--- src/hdl/hid_keyboard_report_builder_defines.svh ---
// assertion helpers for the keyboard report builder
`ifndef HID_KEYBOARD_REPORT_BUILDER_DEFINES_SVH
`define HID_KEYBOARD_REPORT_BUILDER_DEFINES_SVH

// same-cycle implication
`define HKRB_ASSERT_NOW(label, clk, rst, cond, cons, msg) \
   label: assert property (@(posedge clk) disable iff (rst) (cond) |-> (cons)) else $error(msg);

// next-cycle implication
`define HKRB_ASSERT_NEXT(label, clk, rst, cond, cons, msg) \
   label: assert property (@(posedge clk) disable iff (rst) (cond) |=> (cons)) else $error(msg);

`endif

--- src/hdl/hkrb_pkg.sv ---
package hkrb_pkg;

   localparam int OUT_SLOTS = 6;
   localparam int CODE_W = 8;
   localparam int CSR_ADDR_W = 4;
   localparam int CSR_DATA_W = 32;
   localparam int REQ_DATA_W = 16;
   localparam int RSP_DATA_W = (OUT_SLOTS + 3) * CODE_W;
   localparam int RSP_USER_W = 3;

   localparam logic [CODE_W-1:0] ROLLOVER_CODE = 8'h01;
   localparam logic [CODE_W-1:0] COUNT_MAX = 8'hFF;

   typedef enum logic [1:0] {
      REG_USB_MODE = 2'd0,
      REG_KEYBOARD_ENABLE = 2'd1,
      REG_MEDIA_ENABLE = 2'd2,
      REG_MEDIA_LAYER_CODE = 2'd3
   } reg_index_type;

   typedef enum logic {
      OP_ADD_KEY = 1'b0,
      OP_END_SCAN = 1'b1
   } opcode_type;

endpackage

--- src/hdl/hid_keyboard_report_builder.sv ---
// Gathers the key words of one scan and emits one boot keyboard report per scan.
// Each req word (key_word in tdata, opcode in tuser) is taken on a handshake and updates
// the modifier, media and key slot accumulators in place; an end-of-scan word loads the
// result register, and the report appears on rsp in the next cycle. One word per cycle is
// sustained: req_tready drops only while a report sits in the result register and
// rsp_tready is low. With both enables clear, words are taken and dropped. In USB mode a
// scan with more keys than SLOTS reports every slot as 0x01; slot fields at or beyond
// SLOTS read zero. Registers: usb_mode at 0x0, keyboard_enable 0x4, media_enable 0x8,
// media_layer_code 0xC.

`include "hid_keyboard_report_builder_defines.svh"

module hid_keyboard_report_builder
   import hkrb_pkg::*;
#(
   parameter int SLOTS = 6
) (
   input  logic                  clock,
   input  logic                  reset,
   input  logic                  req_tvalid,
   output logic                  req_tready,
   input  logic [REQ_DATA_W-1:0] req_tdata,   // key_word
   input  logic                  req_tuser,   // opcode
   output logic                  rsp_tvalid,
   input  logic                  rsp_tready,
   // modifier_bits, media_bits, slot_0 .. slot_5, key_total
   output logic [RSP_DATA_W-1:0] rsp_tdata,
   // path_kind, keyboard_valid, media_valid
   output logic [RSP_USER_W-1:0] rsp_tuser,
   input  logic                  csr_psel,
   input  logic                  csr_penable,
   input  logic                  csr_pwrite,
   input  logic [CSR_ADDR_W-1:0] csr_paddr,
   input  logic [CSR_DATA_W-1:0] csr_pwdata,
   output logic [CSR_DATA_W-1:0] csr_prdata,
   output logic                  csr_pready
);

   localparam logic [CODE_W-1:0] SlotsCount = CODE_W'(SLOTS);

   logic                  usb_mode_ff, usb_mode_in;
   logic                  kbd_en_ff, kbd_en_in;
   logic                  media_en_ff, media_en_in;
   logic [3:0]            layer_code_ff, layer_code_in;

   logic [CODE_W-1:0]     modifier_ff, modifier_in;
   logic [CODE_W-1:0]     media_ff, media_in;
   logic [CODE_W-1:0]     slot_ff [SLOTS];
   logic [CODE_W-1:0]     slot_in [SLOTS];
   logic [CODE_W-1:0]     count_ff, count_in;

   logic                  rsp_valid_ff, rsp_valid_in;
   logic [RSP_DATA_W-1:0] rsp_data_ff, rsp_data_in;
   logic [RSP_USER_W-1:0] rsp_user_ff, rsp_user_in;

   logic                  csr_wr;
   reg_index_type         csr_idx;
   logic                  req_acc;
   logic                  active;
   logic                  do_add;
   logic                  do_end;
   logic [3:0]            w_layer;
   logic [3:0]            w_mod;
   logic [CODE_W-1:0]     w_code;
   logic                  is_media;
   logic [CODE_W-1:0]     mod_mask;
   logic                  overflow;
   logic [CODE_W-1:0]     out_slot [OUT_SLOTS];

   assign csr_pready = 1'b1;
   assign csr_wr     = csr_psel & csr_penable & csr_pwrite;
   assign csr_idx    = reg_index_type'(csr_paddr[3:2]);

   always_comb begin
      csr_prdata = '0;
      case (csr_idx)
         REG_USB_MODE:         csr_prdata[0] = usb_mode_ff;
         REG_KEYBOARD_ENABLE:  csr_prdata[0] = kbd_en_ff;
         REG_MEDIA_ENABLE:     csr_prdata[0] = media_en_ff;
         REG_MEDIA_LAYER_CODE: csr_prdata[3:0] = layer_code_ff;
         default:              csr_prdata = '0;
      endcase
   end

   always_comb begin
      usb_mode_in   = usb_mode_ff;
      kbd_en_in     = kbd_en_ff;
      media_en_in   = media_en_ff;
      layer_code_in = layer_code_ff;
      if (csr_wr) begin
         case (csr_idx)
            REG_USB_MODE:         usb_mode_in = csr_pwdata[0];
            REG_KEYBOARD_ENABLE:  kbd_en_in = csr_pwdata[0];
            REG_MEDIA_ENABLE:     media_en_in = csr_pwdata[0];
            REG_MEDIA_LAYER_CODE: layer_code_in = csr_pwdata[3:0];
            default:              usb_mode_in = usb_mode_ff;
         endcase
      end
   end

   assign req_tready = ~rsp_valid_ff | rsp_tready;
   assign req_acc    = req_tvalid & req_tready;
   assign active     = kbd_en_ff | media_en_ff;
   assign do_add     = req_acc & active & (opcode_type'(req_tuser) == OP_ADD_KEY);
   assign do_end     = req_acc & active & (opcode_type'(req_tuser) == OP_END_SCAN);

   assign w_layer  = req_tdata[15:12];
   assign w_mod    = req_tdata[11:8];
   assign w_code   = req_tdata[7:0];
   assign is_media = (w_layer == layer_code_ff);
   assign overflow = usb_mode_ff & (count_ff > SlotsCount);

   always_comb begin
      for (int b = 0; b < CODE_W; b++) begin
         mod_mask[b] = (w_mod == 4'(b + 1));
      end
   end

   always_comb begin
      for (int i = 0; i < OUT_SLOTS; i++) begin
         out_slot[i] = '0;
         if (i < SLOTS) begin
            out_slot[i] = overflow ? ROLLOVER_CODE : slot_ff[i];
         end
      end
   end

   // accumulator update; an end-of-scan word clears it
   always_comb begin
      modifier_in = modifier_ff;
      media_in    = media_ff;
      count_in    = count_ff;
      for (int s = 0; s < SLOTS; s++) begin
         slot_in[s] = slot_ff[s];
      end
      if (do_end) begin
         modifier_in = '0;
         media_in    = '0;
         count_in    = '0;
         for (int s = 0; s < SLOTS; s++) begin
            slot_in[s] = '0;
         end
      end else if (do_add) begin
         if (is_media) begin
            media_in = media_ff | w_code;
         end else begin
            modifier_in = modifier_ff | mod_mask;
            if (w_code != '0) begin
               for (int s = 0; s < SLOTS; s++) begin
                  if (count_ff == CODE_W'(s)) begin
                     slot_in[s] = w_code;
                  end
               end
               if (count_ff != COUNT_MAX) begin
                  count_in = count_ff + 1'b1;
               end
            end
         end
      end
   end

   always_comb begin
      rsp_valid_in = rsp_valid_ff & ~rsp_tready;
      rsp_data_in  = rsp_data_ff;
      rsp_user_in  = rsp_user_ff;
      if (do_end) begin
         rsp_valid_in = 1'b1;
         rsp_data_in  = {count_ff, out_slot[5], out_slot[4], out_slot[3], out_slot[2],
                         out_slot[1], out_slot[0], media_ff, modifier_ff};
         rsp_user_in  = {usb_mode_ff & media_en_ff, usb_mode_ff & kbd_en_ff, usb_mode_ff};
      end
   end

   always_ff @(posedge clock) begin
      if (reset) begin
         usb_mode_ff   <= 1'b1;
         kbd_en_ff     <= 1'b0;
         media_en_ff   <= 1'b0;
         layer_code_ff <= 4'h1;
         modifier_ff   <= '0;
         media_ff      <= '0;
         count_ff      <= '0;
         rsp_valid_ff  <= 1'b0;
         for (int s = 0; s < SLOTS; s++) begin
            slot_ff[s] <= '0;
         end
      end else begin
         usb_mode_ff   <= usb_mode_in;
         kbd_en_ff     <= kbd_en_in;
         media_en_ff   <= media_en_in;
         layer_code_ff <= layer_code_in;
         modifier_ff   <= modifier_in;
         media_ff      <= media_in;
         count_ff      <= count_in;
         rsp_valid_ff  <= rsp_valid_in;
         for (int s = 0; s < SLOTS; s++) begin
            slot_ff[s] <= slot_in[s];
         end
      end
   end

   always_ff @(posedge clock) begin
      rsp_data_ff <= rsp_data_in;
      rsp_user_ff <= rsp_user_in;
   end

   assign rsp_tvalid = rsp_valid_ff;
   assign rsp_tdata  = rsp_data_ff;
   assign rsp_tuser  = rsp_user_ff;

   `HKRB_ASSERT_NOW(a_stall_only_when_full, clock, reset, !req_tready, rsp_tvalid, "input stalled with empty result register")
   `HKRB_ASSERT_NEXT(a_end_gives_report, clock, reset, do_end, rsp_tvalid, "end of scan gave no report")
   `HKRB_ASSERT_NEXT(a_end_clears_acc, clock, reset, do_end, (count_ff == '0) && (modifier_ff == '0) && (media_ff == '0), "accumulator not cleared after report")
   `HKRB_ASSERT_NEXT(a_key_counted, clock, reset, do_add && !is_media && (w_code != '0), count_ff != '0, "nonzero key code not counted")

endmodule
--- config.mk ---
export PLATFORM = sky130hd
export DESIGN_NAME = hid_keyboard_report_builder
export DESIGN_NICKNAME = d
export VERILOG_FILES = /design/src/hdl/hkrb_pkg.sv /design/src/hdl/hid_keyboard_report_builder.sv
export VERILOG_INCLUDE_DIRS = /design/src /design/src/hdl
export SDC_FILE = /design/constraint.sdc
export NUM_CORES = 1
export LEC_CHECK = 0
export BUFFER_PORTS_ARGS = -buffer_cell sky130_fd_sc_hd__buf_4
export CAP_MARGIN = 0
export CELL_PAD_IN_SITES_DETAIL_PLACEMENT = 0
export CELL_PAD_IN_SITES_GLOBAL_PLACEMENT = 1
export CORE_MARGIN = 2
export CORE_UTILIZATION = 40
export DETAILED_ROUTE_END_ITERATION = 10
export GPL_TIMING_DRIVEN = 0
export PLACE_DENSITY_LB_ADDON = 0.1
export SETUP_SLACK_MARGIN = 0.1
export SLEW_MARGIN = 20
export SYNTH_ARGS = -nofsm -noshare
export SYNTH_HDL_FRONTEND = slang
export SYNTH_SLANG_ARGS = --single-unit
--- constraint.sdc ---
create_clock -name clock -period 8.2 [get_ports clock]
set_input_delay 0 -clock clock [delete_from_list [all_inputs] [get_ports clock]]
set_output_delay 0 -clock clock [all_outputs]
set_load 0.005 [all_outputs]
; ---- Word level (Yosys, flattened, before mapping)
; Memory sizes are Yosys's and may differ from the RTL's.
; Index checks and enable logic that the tools add are counted.
; W data, S select, Z words.
[word_totals]
ram_bits = 48
elab_cells = 89
output_inout_bits = 110
n_memories = 1
register_bits = 107
[classes]
magnitude_cmp = 1
n_addsub = 1
reduce_logical = 11
n_eq_ne = 18
muxes = 22
n_bitwise = 24
[mem_list]
columns = name, words, width, read_ports, rd_clocked_by_memory_dff, write_ports, line
row1 = slot_ff, 6, 8, 6, 0, 6, hid_keyboard_report_builder.sv:48  ; logic [CODE_W-1:0] slot_ff [SLOTS];
[op_table]
columns = op, n
row1 = $mux W48, 4
row2 = $mux W8, 12
row3 = $eq A4 B3 Y1 const B, 4
row4 = $eq A8 B2 Y1 const B, 2
row5 = $eq A8 B3 Y1 const B, 2
row6 = $or A8 B8 Y8, 2
row7 = $reduce_and A2 Y1, 6
row8 = $and A1 B1 Y1, 10
row9 = $add A8 B1 Y8 const B, 1
row10 = $eq A4 B2 Y1 const B, 2
row11 = $eq A8 B1 Y1 const B, 1
row12 = $gt A8 B3 Y1 const B, 1
row13 = $logic_not A8 Y1, 1
row14 = $ne A8 B8 Y1 const B, 1
row15 = $or A1 B1 Y1, 8
row16 = $reduce_bool A8 Y1, 1
row17 = $eq A2 B2 Y1 const B, 2
row18 = $eq A4 B1 Y1 const B, 1
row19 = $eq A4 B4 Y1, 1
row20 = $eq A4 B4 Y1 const B, 1
row21 = $mux W1, 4
row22 = $not A1 Y1, 4
row23 = $pmux W1 S4, 1
row24 = $reduce_and A4 Y1, 1
row25 = 4 further kinds, 4

; ---- Longest topological paths before layout
[depth]
depth_word = 8
depth_mapped = 8
ltp_nobuf = 7

; ---- Least setup slack after synthesis
; OpenSTA, ideal clock, no wires.
[synth_path]
kind = flip-flop to flip-flop
startpoint = register media_en_ff
endpoint = register modifier_ff[6]
period_less_slack_ps = 7351
stages_incl_launch_ff = 6
arrival_ps = 7235
required_ps = 8083
path_slack_ps = 849
n_path_buf = 0
cell_sequence = dfxtp_1 > nor2_1 > nor3_1 > nor2_1 > and3_1 > a22o_1
[synth_between]
elab_chain_len = 4
[synth_lines]
columns = item, line
row1 = start: declaration, hid_keyboard_report_builder.sv:43  ; logic media_en_ff, media_en_in;
row2 = start signal: assignment, hid_keyboard_report_builder.sv:190  ; media_en_ff <= media_en_in;
row3 = $or A1 B1 Y1, hid_keyboard_report_builder.sv:103  ; assign active = kbd_en_ff | media_en_ff;
row4 = $and A1 B1 Y1 (2 in series), hid_keyboard_report_builder.sv:105  ; assign do_end = req_acc & active & (opcode_type'(req_tuser) == OP_END_SCAN);
row5 = net do_end, hid_keyboard_report_builder.sv:61  ; logic do_end;
row6 = $reduce_or A2 Y1 (no line), -
row7 = end signal: assignment, hid_keyboard_report_builder.sv:192  ; modifier_ff <= modifier_in;
row8 = end: declaration, hid_keyboard_report_builder.sv:46  ; logic [CODE_W-1:0] modifier_ff, modifier_in;
; The timed path passes the listed nets, and every way through them passes these cells.
; A chain may end at the register's enable or synchronous reset.

; ---- Final worst setup path
[layout_path]
startpoint = register media_en_ff
endpoint = register modifier_ff[3]
[layout_between]
elab_chain_len = 4
[layout_lines]
columns = item, line
row1 = $or A1 B1 Y1 (*), hid_keyboard_report_builder.sv:103
row2 = $and A1 B1 Y1 (*), "hid_keyboard_report_builder.sv:104, hid_keyboard_report_builder.sv:105"
row3 = $and A1 B1 Y1 (on tied branches), "hid_keyboard_report_builder.sv:104, hid_keyboard_report_builder.sv:105"
row4 = $reduce_and A2 Y1 (no line) or $reduce_or A2 Y1 (tied branches), -
; Every way passes the cells marked *; elsewhere a longest branch is shown, timed or not.

==> results.txt <==
The total global routing overflow is 0. The synthesis-to-finish area growth came out at 33.8%. The count of buffers from port buffering came out at 108. The maximum VDD drop is 147 uV. Of all cell types, the one taking the most synthesized area is edfxtp_1. In this run the critical register-to-register path is launched from media_en_ff. The worst path uses 33.7% of the clock period.

In the post-synthesis netlist, the biggest area contributors are edfxtp_1 36%, dfxtp_1 25%, mux2i_1 6.2%. The wire length of the first global-routing pass came out at 22,000 um. The global-route usage over all layers came out at 17.3%.

The overall via count from detail_route is 4,309. Setup repair after global routing left no endpoint under its margin. The internal reg-to-reg setup slack is 5440 ps. The hold-critical path depth came out at 4. The number of clock buffers added by TritonCTS is 17. After the first detailed-routing iteration, the DRC count stood at 244.

In this run the worst setup path begins at media_en_ff. The antenna diode count came out at 0. The transition time at the pin with the least slew margin came out at 851 ps. The share of synthesized area occupied by flip-flops and latches came out at 61.3%. The type of element capturing the critical path is a flip-flop. The data required time at the worst endpoint came out at 8510 ps. The cell count after synthesis came out at 511.

The number of placed instances, taps included, is 865. The share of flip-flops with an asynchronous set or reset came out at 0%. The final weighted congestion of routability-driven global placement came out at 0.776.

The count of H-tree levels built during CTS is 4. The initial core utilization is 41.2%. The number of different library cells used by synthesis comes to 48.

The detailed-route DRC error count is 0. Among all flip-flop cells after synthesis, the most frequent one is dfxtp_1. The per-instance average area after synthesis came out at 12.3 um2.

Measured on the finished design, the core utilization comes to 55.1%. Hold is met by 48.4 ps. The core footprint came out at 0.0153 mm2.

In this run the horizontal extent of the chip is 129 um. The critical path is of the reg2reg type. Setup slack closes at 5440 ps. The power density normalized to cell area came out at 199 mW/mm2.

TritonCTS built the clock tree. The count of final hold-check violations came out at 0. The via count of the first global-routing pass came out at 4,315. Clock latency on the worst-skew pair, taken at its later pin, is 420 ps. In this run the tightest slew margin relative to its limit is 42.8%.

The most common cell in the synthesized netlist is dfxtp_1. The number of instances resized during post-cts repair is 0. The worst register-to-register path ends at modifier_ff[3].

The final wirelength is 13,700 um. The largest clock skew in the final design is 7.57 ps. After the flow finishes, the layout carries non-filler instances totaling 923. The buffer levels on the longest clock path came out at 2. The worst setup path is launched from a flip-flop. The total die area came out at 0.0167 mm2. The number of max-capacitance violations reported is 0. The number of cell instances on the worst register-to-register path is 6.

Counting the fill cells in the layout gives 1,351. The fraction of synthesized cell area taken by the top area cell type is 35.8%. Detailed placement ended at an HPWL of 9560 um. The achievable frequency is 0.362 GHz.

The synthesized design contains 75 enable-type register cells. The largest net degree at the start of global routing is 17. The arrival time reported for the critical path endpoint came out at 3070 ps. The number of setup violations in the final report is 0. The total area of sequential cells is 0.00385 mm2. Ranked by instance count, the synthesized netlist is headed by 80 x dfxtp_1, 75 x edfxtp_1, 59 x nor2_1. The number of ports placed on the die boundary is 170. Of all nets on the critical path, the largest fanout is 7. The net count reported at finish is 763. The TritonCTS sink count is 155. The capturing instance or port of the critical path is modifier_ff[3]. The fraction of final layout cells sized beyond drive strength 1 came out at 31.3%. The number of antenna violations at the first check in global routing is 0. The max-slew violation total from the final report came out at 0. The post-detailed-route count of antenna-violating nets came out at 0. The area used by multi-input combinational logic came out at 0.00214 mm2. The number of rows created at floorplan came out at 45. The minimum setup slack after placement is 5820 ps.

In this run the static leakage power is 3.55 nW. The detailed-routing iteration count for the pre-antenna-repair pass is 4. The min-delay analysis places its worst path in the category in2reg. The synthesis warning total is 0.

The cell area after synthesis came out at 0.00629 mm2. The average wire length per cell after detail routing came out at 14.8 um. The clock-pin transition on the worst setup and hold timing paths came out at 60 ps. The root buffer cell chosen for the clock tree is clkbuf_16. The vertical die dimension came out at 129 um. The shortest period the worst path allows came out at 2760 ps. The post-synthesis register bit count came out at 155. The number of vias per cell is 4.67.

The flow ran to the end, and the final reports show no timing, DRC or antenna violations.
-- worst max-delay path, stage by stage, from the launching register on --
cell and delay [ps]:
dfxtp_1 390, nor2_1 150, o31ai_2 650, nor4b_1 100
dlygate4sd3_1 610, a22o_1 190, dlygate4sd3_1 550
-- report_power, final --
part	switching [mW]	internal [mW]	leakage, nW
Sequential	0.00128	0.807	1.31
Clock	0.324	0.472	0.290
Combinational	0.0350	0.0347	1.95
Total	0.360	1.31	3.55
-- cells by family after synthesis --
logic type / Yosys count / share of synthesized area, %
AO/OA/AOI/OAI: 49 / 5.25
XOR/XNOR: 4 / 0.557
adder cells (fa/ha/maj): 4 / 0.796
buffers and inverters: 57 / 6.43
flip-flops: 155 / 61.3
multiplexers: 40 / 6.57
other: 2 / 0.119
AND/OR/NAND/NOR: 200 / 19.0
-- cells in the final DEF (no fill, tap or decap), types with 3 or more instances in the layout --
cell type	instances
clkbuf_1	6
and3_1	6
nor2_1	59
clkinvlp_4	3
nand3_2	3
nand2b_1	12
nor4_1	3
nand4_2	6
nor4_4	5
dfxtp_1	80
mux2i_1	39
a21oi_1	15
xnor2_1	4
or3_1	3
o21ai_2	5
edfxtp_1	75
inv_6	5
nand4_1	4
conb_1	29
nand2_1	19
buf_4	145
dlygate4sd3_1	26
clkbuf_8	6
o21ai_0	4
buf_6	6
buf_2	6
o21ai_1	11
inv_1	5
clkbuf_16	17
and2_1	45
ha_1	4
nand3_1	19
a22o_1	7
-- cell type report --
| type | instances | area share (%) |
|---|---|---|
| well taps | 211 | 3.14 |
| multi-input cells | 326 | 25.5 |
| inverters | 5 | 0.223 |
| clock inverters | 13 | 1.84 |
| clock buffers | 19 | 5.38 |
| plain buffers | 52 | 4.58 |
| repair buffers | 142 | 13.6 |
| flip-flops and latches | 155 | 45.8 |
-- how the worst min path moves through the flow --
stage / endpoint / slack, ps / start
floorplan: req_tready / 90 / rsp_tready
global placement: layer_code_ff[1] / 240 / csr_pwdata[1]
detailed placement: layer_code_ff[1] / 240 / csr_pwdata[1]
CTS: kbd_en_ff / 40 / csr_paddr[2]
global route: kbd_en_ff / 100 / csr_paddr[2]
finish: kbd_en_ff / 50 / csr_paddr[2]
-- through the flow --
stage | total power [mW] | TNS [ps] | area [um2]
global placement | 0.886 | -79530 | 7460
finish | 1.67 | 0 | 8410
floorplan | 0.858 | 0 | 6390
global route | 1.73 | 0 | 8410
CTS | 1.69 | 0 | 8410
detailed placement | 0.887 | 0 | 7550
-- metal layers --
layer | part of all wire [%] | wire [um] | track usage (%)
met2 | 49 | 6680 | 28.7
met5 | 0 | 0 | 0
met1 | 46 | 6280 | 21.9
met3 | 4.2 | 577 | 4.75
met4 | 1.2 | 164 | 5.63
-- registers in the layout, summed over array words and instances (netlist names), 3 cells and up --
name           count
count_ff           8
layer_code_ff      4
modifier_ff        8
rsp_tuser          3
slot_ff           48
rsp_tdata         72
media_ff           8
-- what timing repair did --
item                      CTS  global route
hold endpoints to repair   72             0
hold buffers               26             0
buffers inserted            0             0
Note: power is estimated with default switching activity, not from simulation.
